==> src/rtl/kmp_pkg.sv <==
// types, constants and helpers for the k-transaction profit block
// depends on: nothing
package kmp_pkg;

  localparam int unsigned PriceW  = 16;
  localparam int unsigned ValW    = 34;
  localparam int unsigned ProfitW = 32;
  localparam int unsigned CfgW    = 5;
  localparam int unsigned AddrW   = 3;
  localparam int unsigned DataW   = 32;

  localparam logic [CfgW-1:0] MaxTradesRst = 5'd2;
  // word index of the max_trades register
  localparam logic RegMaxTrades = 1'b0;

  typedef logic signed [ValW-1:0] val_t;

  // per-cell control from the top level
  typedef struct packed {
    logic en;     // an item is taken this cycle
    logic start;  // the item opens a new sequence
  } cell_ctrl_t;

  // clamp a 35-bit sum to the signed 34-bit range
  function automatic val_t sat_val(input logic signed [ValW:0] v);
    val_t r;
    if (v[ValW] != v[ValW-1]) begin
      r = v[ValW] ? {1'b1, {(ValW-1){1'b0}}} : {1'b0, {(ValW-1){1'b1}}};
    end else begin
      r = v[ValW-1:0];
    end
    return r;
  endfunction

endpackage

==> src/rtl/kmp_cell.sv <==
// one budget cell: keeps hold and flat values for one transaction count
// depends on: kmp_pkg
module kmp_cell (
  input  logic                             clk_i,
  input  logic                             rst_ni,
  input  kmp_pkg::cell_ctrl_t              ctrl_i,
  input  logic [kmp_pkg::PriceW-1:0]       price_i,
  input  kmp_pkg::val_t                    prev_flat_i,
  output kmp_pkg::val_t                    flat_o
);

  kmp_pkg::val_t hold_q, hold_d;
  kmp_pkg::val_t flat_q, flat_d;
  logic signed [kmp_pkg::ValW:0] buy_w, sell_w;
  kmp_pkg::val_t buy_s, sell_s;

  // candidate values from the neighbor's old flat and own old hold
  assign buy_w  = {prev_flat_i[kmp_pkg::ValW-1], prev_flat_i}
                - {{(kmp_pkg::ValW+1-kmp_pkg::PriceW){1'b0}}, price_i};
  assign sell_w = {hold_q[kmp_pkg::ValW-1], hold_q}
                + {{(kmp_pkg::ValW+1-kmp_pkg::PriceW){1'b0}}, price_i};
  assign buy_s  = kmp_pkg::sat_val(buy_w);
  assign sell_s = kmp_pkg::sat_val(sell_w);

  // first price seeds the cell, later prices take the better option
  always_comb begin
    hold_d = hold_q;
    flat_d = flat_q;
    if (ctrl_i.en) begin
      if (ctrl_i.start) begin
        hold_d = kmp_pkg::ValW'(0) - {{(kmp_pkg::ValW-kmp_pkg::PriceW){1'b0}}, price_i};
        flat_d = '0;
      end else begin
        hold_d = (buy_s > hold_q) ? buy_s : hold_q;
        flat_d = (sell_s > flat_q) ? sell_s : flat_q;
      end
    end
  end

  always_ff @(posedge clk_i or negedge rst_ni) begin
    if (!rst_ni) begin
      hold_q <= '0;
      flat_q <= '0;
    end else begin
      hold_q <= hold_d;
      flat_q <= flat_d;
    end
  end

  assign flat_o = flat_q;

endmodule

==> config.mk <==
export PLATFORM = sky130hd
export DESIGN_NAME = kmp_cell
export DESIGN_NICKNAME = d
export VERILOG_FILES = /design/src/rtl/kmp_pkg.sv /design/src/rtl/kmp_cell.sv
export SDC_FILE = /design/constraint.sdc
export NUM_CORES = 1
export LEC_CHECK = 0
export BUFFER_PORTS_ARGS = -buffer_cell sky130_fd_sc_hd__clkbuf_2
export CAP_MARGIN = 20
export CELL_PAD_IN_SITES_DETAIL_PLACEMENT = 1
export CELL_PAD_IN_SITES_GLOBAL_PLACEMENT = 1
export CORE_MARGIN = 2
export CORE_UTILIZATION = 45
export CTS_CLUSTER_SIZE = 16
export DETAILED_ROUTE_END_ITERATION = 16
export PLACE_DENSITY = 0.79
export SYNTH_ARGS = -nofsm -noshare
export SYNTH_HDL_FRONTEND = slang
export SYNTH_SLANG_ARGS = --single-unit
==> constraint.sdc <==
create_clock -name clk_i -period 6.1 [get_ports clk_i]
set_input_delay 0.915 -clock clk_i [delete_from_list [all_inputs] [get_ports clk_i]]
set_output_delay 0.915 -clock clk_i [all_outputs]
set_load 0.02 [all_outputs]
==> results.json <==
{
  "outcome": "complete, no violations",
  "htreeDepth": 3,
  "synth.top_cell.area_share_pct": 22.43,
  "worstSetupPathType": "input pin to flip-flop",
  "fill_cells": 2084,
  "drive_gt1_share_pct": 16.93,
  "antenna_found_initial": 0,
  "slew_viol_final": 0,
  "cts_setup_buffers": 0,
  "slowest_delay_ns": 0.50,
  "routabilityCongestion": 0.9032,
  "grt_max_degree": 69,
  "coreArea_um2": 16520,
  "overflow": 0,
  "clock.fmax_mhz": 174.8,
  "grt_pass1_wl_mm": 40.34,
  "seq_area_frac_synth_pct": 22.43,
  "post_drt_wl_per_cell_um": 18.77,
  "cp_slowest_cell": "nor4_1",
  "relSlewSlack_pct": 39.63,
  "area_delta_synth_final_pct": 17.05,
  "whs_path_depth": 2,
  "yosysUniqueCellTypes": 69,
  "start_util_pct": 45.91,
  "drv_cap": 0,
  "skew_ns": 0.008348,
  "detail-route-antenna-nets": 0,
  "ys_seq_elements": 68,
  "tns_ns": 0,
  "die_area_um2": 17910,
  "cp-start-kind": "input pin",
  "first_global_vias": 7868,
  "die_w_um": 133.8,
  "num_rows": 47,
  "drtPass1Iterations": 5,
  "finalNetCount": 1233,
  "cts_resized": 0,
  "setup_viol": 0,
  "fin_crit_ns": 5.719,
  "yosysWarnings": 0,
  "ir_worst_vdd_uv": 170.8,
  "worst-path-max-fanout": 26,
  "hold_violations": 0,
  "synthCells": 967,
  "viasPerCell": 5.870,
  "critPathTopFamily": "simple AND/OR/NAND/NOR gates",
  "drcViolationCount": 0,
  "cts.sinks": 68,
  "clockRootBuffer": "clkbuf_16",
  "cts_hold_buf": 0,
  "num_antenna_cells": 0,
  "drtIter0Drc": 411,
  "power_density_nw_per_um2": 353.4,
  "netlist_top_cells_area": "dfrtp_1, ha_1, xnor2_1",
  "critPathArrivalTime_ns": 5.92,
  "total_power_w": 0.003139,
  "reg2regPathDepth": 21,
  "fin_crit_sh_pct": 93.76,
  "ys.flop_type": "dfrtp_1",
  "worst_slew_pin_slew_ns": 0.9055,
  "clkLatencyLatePin_ns": 0.34,
  "worstSetupEndpointType": "flip-flop",
  "wirelength_mm": 24.42,
  "hold_path.class": "flip-flop to flip-flop",
  "die_height_um": 133.8,
  "io_pins": 88,
  "rsz0062_at_grt": "no",
  "synth_top_cell_by_area": "dfrtp_1",
  "port_buffers": 87,
  "synthesis.area_um2": 7586,
  "dpl.hpwl_mm": 19.58,
  "timing.critical_path.buf_inv": 3,
  "path_clk_slew_ns": 0.06,
  "cts-buffers-inserted": 9,
  "synth_edf_count": 0,
  "worstPathRequired_ns": 6.30,
  "cts_buffer_depth": 2,
  "cp.depth": 21,
  "async_reset_ff_share_pct": 100.0,
  "crit_chain": "clkbuf_2, inv_1, ha_1, a21o_1, a21oi_2, a211oi_1, or3_1, o21a_4, or3_1, a21boi_4, buf_12, nor2_1, ha_1, nand4_1, nor4_1, a31oi_1, a21boi_0, o31a_1, nor2b_2, nand2b_1, o21ai_0",
  "p_leak_nw": 4.261,
  "avgSynthCellArea_um2": 7.845,
  "grt_use_total_pct": 28.02,
  "syn-num-nets": 1124,
  "via_count": 7637,
  "cts_tree": "done"
}
[cell families after synthesis]
family / synth area share (%)
compound gates: 25.50
xor+xnor: 7.274
fa+ha+maj: 17.19
buf+inv: 6.746
flops: 22.43
mux: 0.7422
simple gates: 20.12
[metal layers]
layer  vias to the layer above  wire length [um]  track usage (%)
met1                      3705             11510            37.87
met3                        35               893            3.099
met2                       183             11540            47.21
met4                         0               473            8.452
li1                       3714                 -                -
met5                         -                 0                0
[registers in the layout (all words and copies together) (netlist names)]
signal and count:
flat_o 34, hold_q 34
[synth_stat cells, types with 22 or more instances]
master / n
nor2_1: 87
nand2_1: 94
a22o_1: 26
o21ai_0: 47
a21oi_1: 74
nand4_1: 22
clkbuf_1: 22
nand3_1: 30
dfrtp_1: 68
xnor2_1: 47
ha_1: 101
inv_1: 95
[cells in the final DEF (no fill, tap or decap), types with 44 or more instances in the layout]
master      n
clkbuf_2   86
nor2_1     87
xnor2_1    47
o21ai_0    46
dfrtp_1    68
inv_1      95
ha_1      101
nand2_1    94
buf_4      44
a21oi_1    74
[power by group]
| part | internal, W | leakage [nW] | switching (W) |
|---|---|---|---|
| combinational | 0.000738 | 3.27 | 0.00105 |
| sequential | 0.000594 | 0.819 | 0.000138 |
| clock | 0.000410 | 0.169 | 0.000212 |
| total | 0.00174 | 4.26 | 0.00140 |
[worst min-delay path, delay by kind of cell (launching register included)]
family           cells  cell delay (ns)
AND/OR/NAND/NOR      1             0.05
flip-flops           1             0.36
AO/OA/AOI/OAI        1             0.06
[final cells by class]
class	instances	area [um2]	share of cell area [%]
clock inverters	6	111.4	1.254
multi-input cells	769	5390	60.70
well taps	220	275.3	3.100
clock buffers	10	239.0	2.691
inverters	95	356.6	4.016
flip-flops and latches	68	1702	19.16
repair buffers	133	805.8	9.074
[through the flow]
step                      area (um2)  cells  setup WS, ns  hold WS [ns]  util [%]
after floorplan                 7586    967        0.3648        0.4897         -
after detailed placement        8524   1285      -0.05378        0.5085     51.59
after global placement          8524   1285       0.06766        0.4908     51.59
after CTS                       8875   1301        0.2715        0.5203     53.71
final                           8880   1301        0.3807        0.5169     53.74
after global routing            8880   1301       0.01384        0.5417     53.74
[final timing paths]
check,end,slack (ns),startpoint
min in group asynchronous,hold_q[0],0.79,rst_ni
max in group asynchronous,flat_o[20],4.73,rst_ni
worst min-delay path,flat_o[18],0.52,flat_o[18]
worst min register to register,flat_o[18],0.52,flat_o[18]
worst max-delay path,hold_q[23],0.38,price_i[3]
worst max register to register,flat_o[25],0.83,hold_q[0]
No activity file was read; power rests on OpenSTA's default activity.
